`config.mk`:
```
export PLATFORM = sky130hd
export DESIGN_NAME = nog_ctrl
export DESIGN_NICKNAME = d
export VERILOG_FILES = /design/src/design/assert_macros.svh /design/src/design/nog_pkg.sv /design/src/design/nog_ctrl.sv
export SDC_FILE = /design/constraint.sdc
export NUM_CORES = 1
export LEC_CHECK = 0
export BUFFER_PORTS_ARGS = -buffer_cell sky130_fd_sc_hd__buf_2
export CAP_MARGIN = 20
export CORE_AREA = 2 2 39 41
export DETAILED_ROUTE_END_ITERATION = 12
export DIE_AREA = 0 0 41 43
export PLACE_DENSITY = 0.81
export REMOVE_ABC_BUFFERS = 1
export SLEW_MARGIN = 5
export SYNTH_ARGS = -nofsm -noshare
export SYNTH_HDL_FRONTEND = slang
export SYNTH_SLANG_ARGS = --single-unit
```
`constraint.sdc`:
```
create_clock -name clk -period 2.4 [get_ports clk]
set_input_delay 0.6 -clock clk [delete_from_list [all_inputs] [get_ports clk]]
set_output_delay 0.6 -clock clk [all_outputs]
set_load 0.1 [all_outputs]
```
`src/design/assert_macros.svh`:
```
// assertion macros for the occupancy grid block
// needs a clock named clk and a reset named rst in the using scope
`ifndef ASSERT_MACROS_SVH
`define ASSERT_MACROS_SVH

// same-cycle implication, off during reset
`define ASSERT_SAME(label, pre, post) \
  label: assert property (@(posedge clk) disable iff (rst) (pre) |-> (post)) \
    else $error("same-cycle check failed");

// next-cycle implication, off during reset
`define ASSERT_NEXT(label, pre, post) \
  label: assert property (@(posedge clk) disable iff (rst) (pre) |=> (post)) \
    else $error("next-cycle check failed");

`endif

```
`src/design/nog_pkg.sv`:
```
// shared types and constants for the occupancy grid block
// no dependencies
package nog_pkg;

  localparam int MAX_COLS   = 256;
  localparam int MAX_ROWS   = 256;
  localparam int MAX_LAYERS = 4;
  localparam int CW    = $clog2(MAX_COLS);
  localparam int RW    = $clog2(MAX_ROWS);
  localparam int LW    = (MAX_LAYERS > 1) ? $clog2(MAX_LAYERS) : 1;
  localparam int AW    = LW + RW + CW;
  localparam int DEPTH = MAX_LAYERS * MAX_ROWS * MAX_COLS;
  localparam int NW    = 27;   // dividend magnitude bits
  localparam int QW    = 28;   // signed quotient bits
  localparam int DW    = 21;   // divisor bits (twice the pitch)
  localparam int KW    = $clog2(NW + 1);
  localparam int MIN_PITCH = 50;

  typedef enum logic [1:0] {
    OP_PAINT  = 2'd0,
    OP_QCELL  = 2'd1,
    OP_QPOINT = 2'd2,
    OP_CLEAR  = 2'd3
  } op_t;

  localparam logic [2:0] REG_ORIGIN_X = 3'd0;
  localparam logic [2:0] REG_ORIGIN_Y = 3'd1;
  localparam logic [2:0] REG_LIMIT_X  = 3'd2;
  localparam logic [2:0] REG_LIMIT_Y  = 3'd3;
  localparam logic [2:0] REG_PITCH    = 3'd4;
  localparam logic [2:0] REG_LAYERS   = 3'd5;
  localparam logic [2:0] REG_COLS     = 3'd6;
  localparam logic [2:0] REG_ROWS     = 3'd7;

  typedef enum logic [3:0] {
    ST_CLR, ST_IDLE, ST_DECODE, ST_DIV_START, ST_DIV_RUN,
    ST_PINIT, ST_PRD, ST_PWR, ST_QRD, ST_QOUT
  } state_t;

  typedef struct packed {
    logic       load_item;
    logic       clr_step;
    logic       div_start;
    logic [1:0] div_sel;
    logic       div_store;
    logic       paint_init;
    logic       paint_rd;
    logic       paint_wr;
    logic       out_load;
  } cmd_t;

  typedef struct packed {
    op_t  op;
    logic clr_last;
    logic div_done;
    logic layer_bad;
    logic pt_out;
    logic paint_empty;
    logic paint_last;
    logic out_free;
  } sts_t;

endpackage

```
`src/design/nog_ctrl.sv`:
```
// sequencer for the occupancy grid block
// depends on nog_pkg
module nog_ctrl (
  input  logic          clk,
  input  logic          rst,
  input  logic          in_valid,
  output logic          in_ready,
  input  nog_pkg::sts_t sts,
  output nog_pkg::cmd_t cmd
);

  nog_pkg::state_t state, state_next;
  logic [1:0] sel, sel_next;
  logic       sel_last;

  assign sel_last = (sts.op == nog_pkg::OP_PAINT) ? (sel == 2'd3) : (sel == 2'd1);

  always_ff @(posedge clk) begin
    if (rst) begin
      state <= nog_pkg::ST_CLR;
      sel   <= 2'd0;
    end else begin
      state <= state_next;
      sel   <= sel_next;
    end
  end

  always_comb begin
    state_next = state;
    sel_next   = sel;
    case (state)
      nog_pkg::ST_CLR:  if (sts.clr_last) state_next = nog_pkg::ST_IDLE;
      nog_pkg::ST_IDLE: if (in_valid) state_next = nog_pkg::ST_DECODE;
      nog_pkg::ST_DECODE: begin
        sel_next = 2'd0;
        case (sts.op)
          nog_pkg::OP_PAINT:
            state_next = sts.layer_bad ? nog_pkg::ST_IDLE : nog_pkg::ST_DIV_START;
          nog_pkg::OP_QCELL:  state_next = nog_pkg::ST_QRD;
          nog_pkg::OP_QPOINT:
            state_next = sts.pt_out ? nog_pkg::ST_QRD : nog_pkg::ST_DIV_START;
          default:            state_next = nog_pkg::ST_CLR;
        endcase
      end
      nog_pkg::ST_DIV_START: state_next = nog_pkg::ST_DIV_RUN;
      nog_pkg::ST_DIV_RUN: begin
        if (sts.div_done) begin
          if (sel_last) begin
            state_next = (sts.op == nog_pkg::OP_PAINT) ? nog_pkg::ST_PINIT
                                                       : nog_pkg::ST_QRD;
          end else begin
            sel_next   = sel + 2'd1;
            state_next = nog_pkg::ST_DIV_START;
          end
        end
      end
      nog_pkg::ST_PINIT:
        state_next = sts.paint_empty ? nog_pkg::ST_IDLE : nog_pkg::ST_PRD;
      nog_pkg::ST_PRD: state_next = nog_pkg::ST_PWR;
      nog_pkg::ST_PWR: state_next = sts.paint_last ? nog_pkg::ST_IDLE : nog_pkg::ST_PRD;
      nog_pkg::ST_QRD: state_next = nog_pkg::ST_QOUT;
      nog_pkg::ST_QOUT: if (sts.out_free) state_next = nog_pkg::ST_IDLE;
      default: state_next = nog_pkg::ST_IDLE;
    endcase
  end

  always_comb begin
    cmd          = '0;
    cmd.div_sel  = sel;
    in_ready     = 1'b0;
    case (state)
      nog_pkg::ST_CLR:  cmd.clr_step = 1'b1;
      nog_pkg::ST_IDLE: begin
        in_ready      = 1'b1;
        cmd.load_item = in_valid;
      end
      nog_pkg::ST_DIV_START: cmd.div_start = 1'b1;
      nog_pkg::ST_DIV_RUN:   cmd.div_store = sts.div_done;
      nog_pkg::ST_PINIT:     cmd.paint_init = 1'b1;
      nog_pkg::ST_PRD:       cmd.paint_rd = 1'b1;
      nog_pkg::ST_PWR:       cmd.paint_wr = 1'b1;
      nog_pkg::ST_QOUT:      cmd.out_load = sts.out_free;
      default: ;
    endcase
  end

endmodule

```
==> results.rst, run 1 <==
.. list-table::
   :header-rows: 1

   * - Metric
     - Value
   * - Instance count along the most critical hold path
     - 2
   * - Register bit count reported by yosys
     - 6
   * - Detailed Route WL
     - approximately 1800 um
   * - Required time at the endpoint of the critical path
     - 1.80 ns
   * - Cts bufs inserted
     - 3
   * - Adder-Cell Fraction of Synth Area
     - 0
   * - Total die area
     - roughly 1800 sq um
   * - Average wire per cell in the routed design
     - 13.9 um
   * - Maximum number of pins on one net before global-route repair
     - 22
   * - CTS-repair resized insts
     - 0
   * - Final Slew Violations
     - 0
   * - DP Wirelength
     - 1290 um
   * - Via count of the first global-routing pass
     - roughly 660
   * - Combined global-route utilization of all metal layers
     - 0.230
   * - N_diodes
     - 0
   * - Vias per cell
     - a little over 6
   * - Slew of the pin with the lowest slew margin
     - 0.488 ns
   * - Number of synthesis warnings
     - 0
   * - Endpoint of the most critical register-to-register path
     - state[1]
   * - RR Startpoint
     - state[0]
   * - Post-synthesis sequential area ratio
     - 0.194
   * - Depth of the worst register-to-register path
     - 5
   * - Vert. Die Dim
     - 43 um
   * - DRC
     - 0
   * - Share of synthesized cell area in and, or, nand and nor gates
     - 0.389
   * - Most frequent cell after synthesis
     - sky130_fd_sc_hd__nor2_1
   * - Cell type contributing the most total cell area after synthesis
     - sky130_fd_sc_hd__dfxtp_1
   * - Dominant combinational cell family by area after synthesis
     - simple AND/OR/NAND/NOR gates
   * - Prevailing post-synth register cell
     - sky130_fd_sc_hd__dfxtp_1
   * - Number of instances in the synthesized netlist
     - 90
   * - Remaining number of nets flagged by the antenna check after routing
     - 0
   * - Endpoint of the worst hold-timing path
     - sel[0]
   * - Netlist area before placement
     - 621 sq um
   * - Initial Utilization
     - 0.448
   * - Synth unique cells
     - 39
   * - Share of the synthesized area in the top cell type
     - 0.194
   * - Max Clock Freq
     - roughly 440 MHz
   * - Launch point of the critical path
     - state[2]
   * - Global-route wire length before repair
     - 2790 um
   * - Main area contributors after synthesis
     - sky130_fd_sc_hd__dfxtp_1 (19%), sky130_fd_sc_hd__nor2_1 (6.0%), sky130_fd_sc_hd__a21oi_1 (5.6%), sky130_fd_sc_hd__nand2_1 (5.4%), sky130_fd_sc_hd__nor3_1 (4.8%)
   * - CTS tree
     - done
   * - Fraction of layout cells with a size suffix above 1
     - 0.297
   * - Number of antenna violations at the first check in global routing
     - 0
   * - Fin area
     - around 800 sq um
   * - Drt pass-1 iters
     - 4
   * - Worst slack at placement
     - 0.284 ns
   * - Final Skew
     - between 0.01 and 0.015 ns
   * - Worst setup EP type
     - output port
   * - List of most frequent post-synthesis cells
     - sky130_fd_sc_hd__nor2_1 (10), sky130_fd_sc_hd__nand2_1 (9), sky130_fd_sc_hd__a21oi_1 (7)
   * - Peak VDD IR
     - 0.286 mV
   * - Placer Congestion
     - 0.937
   * - Worst slew margin relative to its limit
     - 0.677
   * - Startpoint type of the worst setup path
     - flip-flop
   * - Proportion of register bits with asynchronous set or reset after synthesis
     - 0
   * - Clk Tree Root Cell
     - sky130_fd_sc_hd__clkbuf_4
   * - Syn-to-layout area delta
     - 28.8%
   * - Post-synthesis average cell area
     - 6.90 sq um
   * - Detailed Route Iter0 Violations
     - 31
   * - Core box area
     - approximately 1400 sq um
   * - Fill cell total of the finished layout
     - 129
   * - Worst hold start
     - sel[0]
   * - Count of buffers inserted at the top-level ports
     - 22
   * - Unrepaired setup endpoints after global routing
     - false
   * - Reg-to-reg setup timing slack
     - 0.62 ns
   * - Number of placement rows
     - 14
   * - Count of hold buffers inserted by post-cts repair
     - 0
   * - Compound-gate portion of the synthesized area
     - 0.319
   * - Buffers from clock root to sink, at most
     - 2
   * - Final hold viol count
     - 0
   * - Area after detailed placement
     - 767 sq um
   * - Post-CTS setup buffer count
     - 0
   * - Grt total ovfl
     - 0
   * - Insertion delay to the later sink of the worst-skew pair
     - 0.26 ns
   * - Status
     - completed
   * - Number of setup violations in the final report
     - 0
   * - Die width
     - roughly 41 um
   * - Power density of the placed cells
     - 393 nW/um^2
   * - Synthesized-area fraction occupied by xor and xnor cells
     - 0
   * - TritonCTS sink count
     - 6
   * - Fin crit share
     - 0.957
   * - Number of enable-type register cells in the synthesized netlist
     - 0
   * - Leakage power
     - 0.000328 uW
   * - Multiplexer fraction of the synthesized cell area
     - 0.0161
   * - Arrival @ worst endpoint
     - 1.70 ns
   * - CTS H-tree depth
     - 1
   * - Clock transition at the register clock pins on the worst setup and hold paths after CTS
     - 0.06 ns
   * - Nets
     - approximately 130
   * - Worst Setup Slack, final
     - 0.104 ns
   * - I/O pin count
     - 23
   * - Top fanout value on the critical path
     - 14
   * - Max_cap viols
     - 0
   * - Shortest period the worst path allows
     - 2.30 ns
   * - Final core utilization
     - 0.578
   * - Critical path class
     - flip-flop to output port
   * - Vias
     - 771
   * - Worst hold-check path type
     - flip-flop to flip-flop
-- layout by cell type (no fill, tap or decap), drive strengths merged, types with 2 or more instances in the layout --
cell    instances
or4b            3
inv             4
nand2b          3
clkbuf          4
nand4           2
o21ai           6
a21oi           7
and2            3
nor2           10
a31oi           2
nand2           9
buf            24
nor4            2
dfxtp           6
nor3            6
-- per-stage QoR --
step                TNS (ns)  instances  total power (uW)  hold slack, ns
finish                     0        127               314           0.578
global placement           0        124               207           0.563
global route               0        127               327           0.608
floorplan              -7.84         83               176           0.606
detailed placement         0        124               209           0.555
CTS                        0        127               316           0.572
-- per-layer routing --
metal  share of wire  GRT usage
met4           0.041      0.147
met5               0          0
met3           0.050     0.0157
met2            0.46      0.356
met1            0.44      0.288
-- power by group --
part / switching [uW] / internal [uW]
clock: 48.0 / 57.4
combinational: 68.5 / 31.5
sequential: 6.55 / 102
-- state kept, by name (all words and copies together) (netlist names) --
name   flops
state      4
sel        2
-- worst max-delay path by stage --
stage / depth (start not counted) / end / slack, ns
3_5_place_dp: 3 / cmd[4] / 0.28
6_report: 3 / cmd[4] / 0.10
5_1_grt: 3 / cmd[4] / 0.03
4_1_cts: 3 / cmd[4] / 0.007
2_1_floorplan: 3 / cmd[9] / -1.98
3_3_place_gp: 3 / cmd[4] / 0.39
-- kinds of logic after synthesis --
group	Yosys count
and+or+nand+nor	44
AOI/OAI and AO/OA	28
buffers and inverters	11
DFF	6
muxes	1
-- critical path, stage by stage, from the launching register on --
cell,delay [ns]
sky130_fd_sc_hd__dfxtp_1,0.60
sky130_fd_sc_hd__nor4b_2,0.39
sky130_fd_sc_hd__and2_1,0.25
sky130_fd_sc_hd__buf_12,0.19
-- final cells by class --
cell class | instances | area [sq um] | share of cell area
Sequential cell | 6 | 121 | 0.152
Inverter | 4 | 15.0 | 0.0188
Multi-Input combinational cell | 73 | 455 | 0.570
Clock buffer | 3 | 22.5 | 0.0282
Tap cell | 16 | 20.0 | 0.0250
Timing Repair Buffer | 25 | 165 | 0.207
Note: power is estimated with default switching activity, not from simulation.
==> run 2, diff against run 1 <==
CORE_AREA = 10 10 47 49   (was 2 2 39 41)
DIE_AREA = 0 0 57 59   (was 0 0 41 43)
==> run 2 against run 1 <==
Compared with the run above: clock skew down 0.0041 ns; cell area shrank 1.9%; worst setup slack better by 0.069 ns; die area grew 91%; critical path depth up 1; final cell count is 0.79% lower; register-to-register slack better by 0.02 ns; first-iteration DRC count unchanged; largest cell class unchanged; total power fell by 3.0%.
==> results.rst, run 2 (synthesized netlist as in run 1, its figures left out) <==
.. list-table::
   :header-rows: 1

   * - Metric
     - Value
   * - Detailed Route Iter0 Violations
     - 31 (unchanged)
   * - Critical path class
     - flip-flop to output port
   * - DP Wirelength
     - 1480 um (+15%)
   * - Final hold viol count
     - 0 (unchanged)
   * - Area after detailed placement
     - 759 sq um (-0.98%)
   * - TritonCTS sink count
     - 6 (unchanged)
   * - Remaining number of nets flagged by the antenna check after routing
     - 0 (unchanged)
   * - Slew of the pin with the lowest slew margin
     - 0.489 ns (+0.000913 ns)
   * - Vert. Die Dim
     - 59 um (+37%)
   * - Final Skew
     - 0.00608 ns (-0.00406 ns)
   * - Fin crit share
     - 0.928 (-0.0286)
   * - Fin area
     - 785 sq um (-1.9%)
   * - Average wire per cell in the routed design
     - 15.2 um (+8.9%)
   * - Final cell count without fillers
     - 126 (-0.79%)
   * - Maximum number of pins on one net before global-route repair
     - 22 (unchanged)
   * - Worst Setup Slack, final
     - 0.172 ns (+0.0686 ns)
   * - Unrepaired setup endpoints after global routing
     - false
   * - Vias
     - 776 (+0.65%)
   * - Commonest cells after routing, fill and taps aside
     - sky130_fd_sc_hd__buf_2 (20), sky130_fd_sc_hd__nor2_1 (10), sky130_fd_sc_hd__nand2_1 (9), sky130_fd_sc_hd__a21oi_1 (7), sky130_fd_sc_hd__nor3_1 (6)
   * - Worst hold-check path type
     - flip-flop to flip-flop
   * - I/O pin count
     - 23 (unchanged)
   * - Leading cell type in the layout, fill and taps excluded
     - sky130_fd_sc_hd__buf_2
   * - Top flop regs
     - state: 4 flops, sel: 2 flops
   * - Drt pass-1 iters
     - 4 (unchanged)
   * - Total die area
     - 3360 sq um (+91%)
   * - Endpoint of the worst hold-timing path
     - state[3]
   * - Nets
     - 124 (-0.80%)
   * - Flip-flop and latch area
     - 123 sq um (+1.0%)
   * - Dpl cells
     - 123 (-0.81%)
   * - Number of antenna violations at the first check in global routing
     - 0 (unchanged)
   * - Max reg flops
     - 4 (unchanged)
   * - Top register by number of flip-flops
     - state
   * - Leakage power
     - 0.000322 uW (-1.8%)
   * - Fill cell total of the finished layout
     - 141 (+9.3%)
   * - Instance count along the most critical hold path
     - 2 (unchanged)
   * - Buffers from clock root to sink, at most
     - 2 (unchanged)
   * - Core box area
     - 1400 sq um (+1.3%)
   * - Number of setup violations in the final report
     - 0 (unchanged)
   * - Peak VDD IR
     - 0.244 mV (-15%)
   * - Via count of the first global-routing pass
     - 674 (+2.6%)
   * - Clk Tree Root Cell
     - sky130_fd_sc_hd__clkbuf_4
   * - Initial Utilization
     - 0.443 (-0.00561)
   * - DRC
     - 0 (unchanged)
   * - Max Clock Freq
     - 449 MHz (+3.1%)
   * - Top fanout value on the critical path
     - 11 (-3)
   * - RR Startpoint
     - state[0]
   * - Depth of the worst register-to-register path
     - 5 (unchanged)
   * - Count of buffers inserted at the top-level ports
     - 22 (unchanged)
   * - Max_cap viols
     - 0 (unchanged)
   * - Cts bufs inserted
     - 3 (unchanged)
   * - Syn-to-layout area delta
     - 26.4%
   * - CTS tree
     - done
   * - Detailed Route WL
     - 1910 um (+8.0%)
   * - Endpoint of the most critical register-to-register path
     - state[1]
   * - Global-route wire length before repair
     - 3020 um (+8.4%)
   * - Arrival @ worst endpoint
     - 1.63 ns (-0.07 ns)
   * - Die width
     - 57 um (+39%)
   * - N_diodes
     - 0 (unchanged)
   * - Max stage delay cell, worst path
     - sky130_fd_sc_hd__dfxtp_1
   * - Post-route worst hold slack
     - 0.563 ns (-0.0145 ns)
   * - Startpoint type of the worst setup path
     - flip-flop
   * - Number of placement rows
     - 14 (unchanged)
   * - CTS H-tree depth
     - 1 (unchanged)
   * - Largest incremental delay on the critical path
     - 0.36 ns (-0.24 ns)
   * - Vias per cell
     - 6.16 (+1.4%)
   * - Final Slew Violations
     - 0 (unchanged)
   * - Fraction of layout cells with a size suffix above 1
     - 0.291 (-0.00639)
   * - Worst slack at placement
     - 0.290 ns (+0.00515 ns)
   * - Final core utilization
     - 0.560 (-0.0179)
   * - Required time at the endpoint of the critical path
     - 1.80 ns (about the same)
   * - Shortest period the worst path allows
     - 2.23 ns (-0.0686 ns)
   * - Placer Congestion
     - 0.916 (-2.2%)
   * - Reg-to-reg setup timing slack
     - 0.64 ns (+0.02 ns)
   * - Worst slew margin relative to its limit
     - 0.676 (about the same)
   * - Worst setup EP type
     - output port
   * - Count of hold buffers inserted by post-cts repair
     - 0 (unchanged)
   * - Worst hold start
     - state[3]
   * - Insertion delay to the later sink of the worst-skew pair
     - 0.25 ns (about the same)
   * - Grt total ovfl
     - 0 (unchanged)
   * - Clock transition at the register clock pins on the worst setup and hold paths after CTS
     - 0.05 ns (about the same)
   * - Ordered cell list for the critical path
     - buf_4, nor4b_1, and2_1, buf_12
   * - Combined global-route utilization of all metal layers
     - 0.106 (-0.124)
   * - Area of combinational cells with multiple inputs
     - 449 sq um (-1.4%)
   * - Power density of the placed cells
     - 388 nW/um^2 (-1.1%)
   * - Status
     - completed
==> run 2: changes by cell type in the layout (fill, tap and decap cells not counted), sizes merged <==
cell    before  now
clkbuf       4    3
==> run 2: worst max-delay path by stage <==
stage          startpoint  depth (start not counted)  slack, ns     end
2_1_floorplan    state[0]                          3      -1.98  cmd[9]
3_3_place_gp     state[2]                          3       0.39  cmd[3]
3_5_place_dp     state[1]                          3       0.29  cmd[7]
4_1_cts          state[1]                          3       0.03  cmd[7]
5_1_grt          state[3]                          4       0.12  cmd[4]
6_report         state[3]                          4       0.17  cmd[4]
==> run 2: worst max-delay path, delay by kind of cell (launching register included) <==
family                 cells  cell delay [ns]
buffers and inverters      2             0.39
DFF                        1             0.36
and+or+nand+nor            2             0.61
==> run 2: report_power, final <==
| group | internal (uW) | total, uW | leakage (uW) | switching (uW) |
|---|---|---|---|---|
| Combinational | 31.4 | 101 | 0.000258 | 69.7 |
| Clock | 56.7 | 95.5 | 0.0000138 | 38.8 |
| Sequential | 102 | 108 | 0.0000497 | 5.71 |
==> run 2: area by class of cell <==
class                      count  area share
multi-input combinational     73       0.573
clock buffer                   3      0.0287
sequential                     6       0.156
timing repair buffer          24       0.198
inverter                       4      0.0191
tap                           16      0.0255
==> run 2: layer usage <==
layer | global-route usage | vias to the layer above | wire length (um)
met5 | 0 | - | 0
met4 | 0.0369 | 0 | 3
met3 | 0.0322 | 2 | 157
met2 | 0.181 | 37 | 935
met1 | 0.121 | 358 | 815
li1 | - | 379 | -
==> run 2: repair_timing <==
action / 4_1_cts / 5_1_grt
setup buffers: 0 / 0
endpoints found under the setup margin: 0 / 3
gates resized for setup: 0 / 2
==> run 2: stage by stage <==
step | setup TNS, ns | power, uW
6_report | 0 | 305
5_1_grt | 0 | 317
4_1_cts | 0 | 304
3_5_place_dp | 0 | 210
3_3_place_gp | 0 | 208
2_1_floorplan | -7.84 | 176
==> run 3, diff against run 2 <==
REMOVE_ABC_BUFFERS = not set   (was 1)
==> run 3 against run 2 <==
Compared with the run above: wire length grew 0.78%; combinational power is 13% higher; clock-buffer cell count did not move; hold slack better by 0.022 ns; global-route usage up 0.98 points; final cell count up 1.6%; sequential cell count is the same; critical path type unchanged; largest cell class unchanged.
==> results.rst, run 3 (synthesized netlist as in run 1, its figures left out) <==
.. list-table::
   :header-rows: 1

   * - Metric
     - Value
   * - Critical path class
     - flip-flop to output port
   * - Final Skew
     - 0.0102 ns (+0.00414 ns)
   * - Combined global-route utilization of all metal layers
     - 0.116 (+0.00977)
   * - Count of buffers inserted at the top-level ports
     - 22 (unchanged)
   * - Maximum number of pins on one net before global-route repair
     - 18 (-18%)
   * - Required time at the endpoint of the critical path
     - 1.80 ns (about the same)
   * - Buffers from clock root to sink, at most
     - 2 (unchanged)
   * - Global-route wire length before repair
     - 3270 um (+8.2%)
   * - Die width
     - 57 um (unchanged)
   * - Shortest period the worst path allows
     - 2.30 ns (+0.0684 ns)
   * - Detailed Route WL
     - 1930 um (+0.78%)
   * - Post-Synthesis Net Count
     - 102
   * - Grt total ovfl
     - 0 (unchanged)
   * - DP Wirelength
     - 1580 um (+6.3%)
   * - Max_cap viols
     - 0 (unchanged)
   * - Top flop regs
     - state: 4 flops, sel: 2 flops
   * - TritonCTS sink count
     - 6 (unchanged)
   * - Placer Congestion
     - 0.853 (-6.9%)
   * - N_diodes
     - 0 (unchanged)
   * - I/O pin count
     - 23 (unchanged)
   * - Launch point of the critical path
     - state[3]
   * - Worst hold start
     - sel[0]
   * - Nets
     - 126 (+1.6%)
   * - Switching share of power
     - 0.373 (-0.00185)
   * - Average wire per cell in the routed design
     - 15.1 um (-0.79%)
   * - CTS tree
     - done
   * - Leakage power
     - 0.000348 uW (+8.1%)
   * - Net Switching
     - 119 uW (+4.5%)
   * - Number of antenna violations at the first check in global routing
     - 0 (unchanged)
   * - Number of placement rows
     - 14 (unchanged)
   * - Top fanout value on the critical path
     - 17 (+6)
   * - Insertion delay to the later sink of the worst-skew pair
     - 0.25 ns (about the same)
   * - Worst slew margin relative to its limit
     - 0.617 (-0.0587)
   * - DRC
     - 0 (unchanged)
   * - Initial Utilization
     - 0.443 (unchanged)
   * - Post-layout total power
     - 320 uW (+5.0%)
   * - Status
     - completed
   * - Commonest cells after routing, fill and taps aside
     - sky130_fd_sc_hd__buf_2 (15), sky130_fd_sc_hd__nand2_1 (9), sky130_fd_sc_hd__nor2_1 (8), sky130_fd_sc_hd__a21oi_1 (7), sky130_fd_sc_hd__buf_12 (7)
   * - CTS H-tree depth
     - 1 (unchanged)
   * - Max reg flops
     - 4 (unchanged)
   * - Unrepaired setup endpoints after global routing
     - false
   * - Cts bufs inserted
     - 3 (unchanged)
   * - Post-route worst hold slack
     - 0.585 ns (+0.0219 ns)
   * - Clock transition at the register clock pins on the worst setup and hold paths after CTS
     - 0.05 ns (about the same)
   * - Count of hold buffers inserted by post-cts repair
     - 0 (unchanged)
   * - Final Slew Violations
     - 0 (unchanged)
   * - Power density of the placed cells
     - 344 nW/um^2 (-11%)
   * - Top register by number of flip-flops
     - state
   * - Share of power burned in the clock network
     - 0.297 (-0.017)
   * - Slew of the pin with the lowest slew margin
     - 0.573 ns (+0.0840 ns)
   * - Internal portion of total power
     - 200 uW (+5.3%)
   * - Syn-to-layout area delta
     - 49.6%
   * - Total die area
     - 3360 sq um (unchanged)
   * - Core box area
     - 1400 sq um (unchanged)
   * - Final hold viol count
     - 0 (unchanged)
   * - Detailed Route Iter0 Violations
     - 23 (-26%)
   * - Drt pass-1 iters
     - 4 (unchanged)
   * - RR Startpoint
     - state[3]
   * - Clk Tree Root Cell
     - sky130_fd_sc_hd__clkbuf_4
   * - Worst setup EP type
     - output port
   * - Leading cell type in the layout, fill and taps excluded
     - sky130_fd_sc_hd__buf_2
   * - Fin crit share
     - 0.957 (+0.0285)
   * - Vias per cell
     - 6.01 (-2.5%)
   * - Vert. Die Dim
     - 59 um (unchanged)
   * - Peak VDD IR
     - 0.283 mV (+16%)
   * - Remaining number of nets flagged by the antenna check after routing
     - 0 (unchanged)
   * - Fraction of layout cells with a size suffix above 1
     - 0.357 (+0.0662)
   * - Via count of the first global-routing pass
     - 727 (+7.9%)
   * - Startpoint type of the worst setup path
     - flip-flop
   * - Comb power frac
     - 0.358 (+0.026)
   * - Number of setup violations in the final report
     - 0 (unchanged)
   * - Fraction of power consumed by sequential logic
     - 0.345 (-0.009)
   * - Worst hold-check path type
     - flip-flop to flip-flop
   * - Vias
     - 769 (-0.90%)
   * - Post-CTS setup buffer count
     - 0 (unchanged)
   * - Arrival @ worst endpoint
     - 1.70 ns (+0.07 ns)
   * - Max Clock Freq
     - 436 MHz (-3.0%)
[run 3: repair_timing]
action	CTS	global route
hold endpoints to repair	0	0
resized for setup	0	1
endpoints found under the setup margin	0	2
[run 3: layout make-up]
type | count | area, sq um
clock buffer | 3 | 22.5
fill | 123 | 473
inverter | 4 | 15.0
multi-input combinational | 73 | 504
sequential | 6 | 121
tap | 16 | 20.0
timing repair buffer | 26 | 245
[run 3: routing by layer]
metal | global-route usage | routed length, um
met3 | 0.0494 | 169
met4 | 0.0570 | 35
met1 | 0.129 | 815
met2 | 0.184 | 907
met5 | 0 | 0
[run 3: final timing paths]
kind | end | slack (ns) | depth (start not counted)
setup / recovery | cmd[9] | 0.10 | 4
hold / removal | sel[0] | 0.59 | 2
setup reg to reg | state[1] | 0.69 | 4
hold reg to reg | sel[0] | 0.59 | 2
[run 3: critical path, stage by stage, from the launching register on]
cell	delay [ns]
sky130_fd_sc_hd__dfxtp_1	0.67
sky130_fd_sc_hd__nand2b_1	0.34
sky130_fd_sc_hd__nor3_4	0.08
sky130_fd_sc_hd__and2_1	0.19
sky130_fd_sc_hd__buf_12	0.17
[run 3: stage by stage]
stage	cells	area [sq um]	setup slack (ns)	setup TNS [ns]	util
finish	128	928	0.104	0	0.663
global route	128	928	0.000505	0	0.663
CTS	128	927	0.0344	0	0.662
detailed placement	125	905	0.307	0	0.646
global placement	125	905	0.392	0	0.646
floorplan	90	676	-0.607	-1.38	-
[run 3: power by group through the flow]
stage | Clock, uW | Combinational, uW | Sequential (uW)
after CTS | 98.5 | 115 | 110
after detailed placement | 0 | 115 | 112
after global routing | 103 | 123 | 111
after global placement | 0 | 111 | 111
final | 94.9 | 114 | 110
after floorplan | 0 | 82.4 | 105
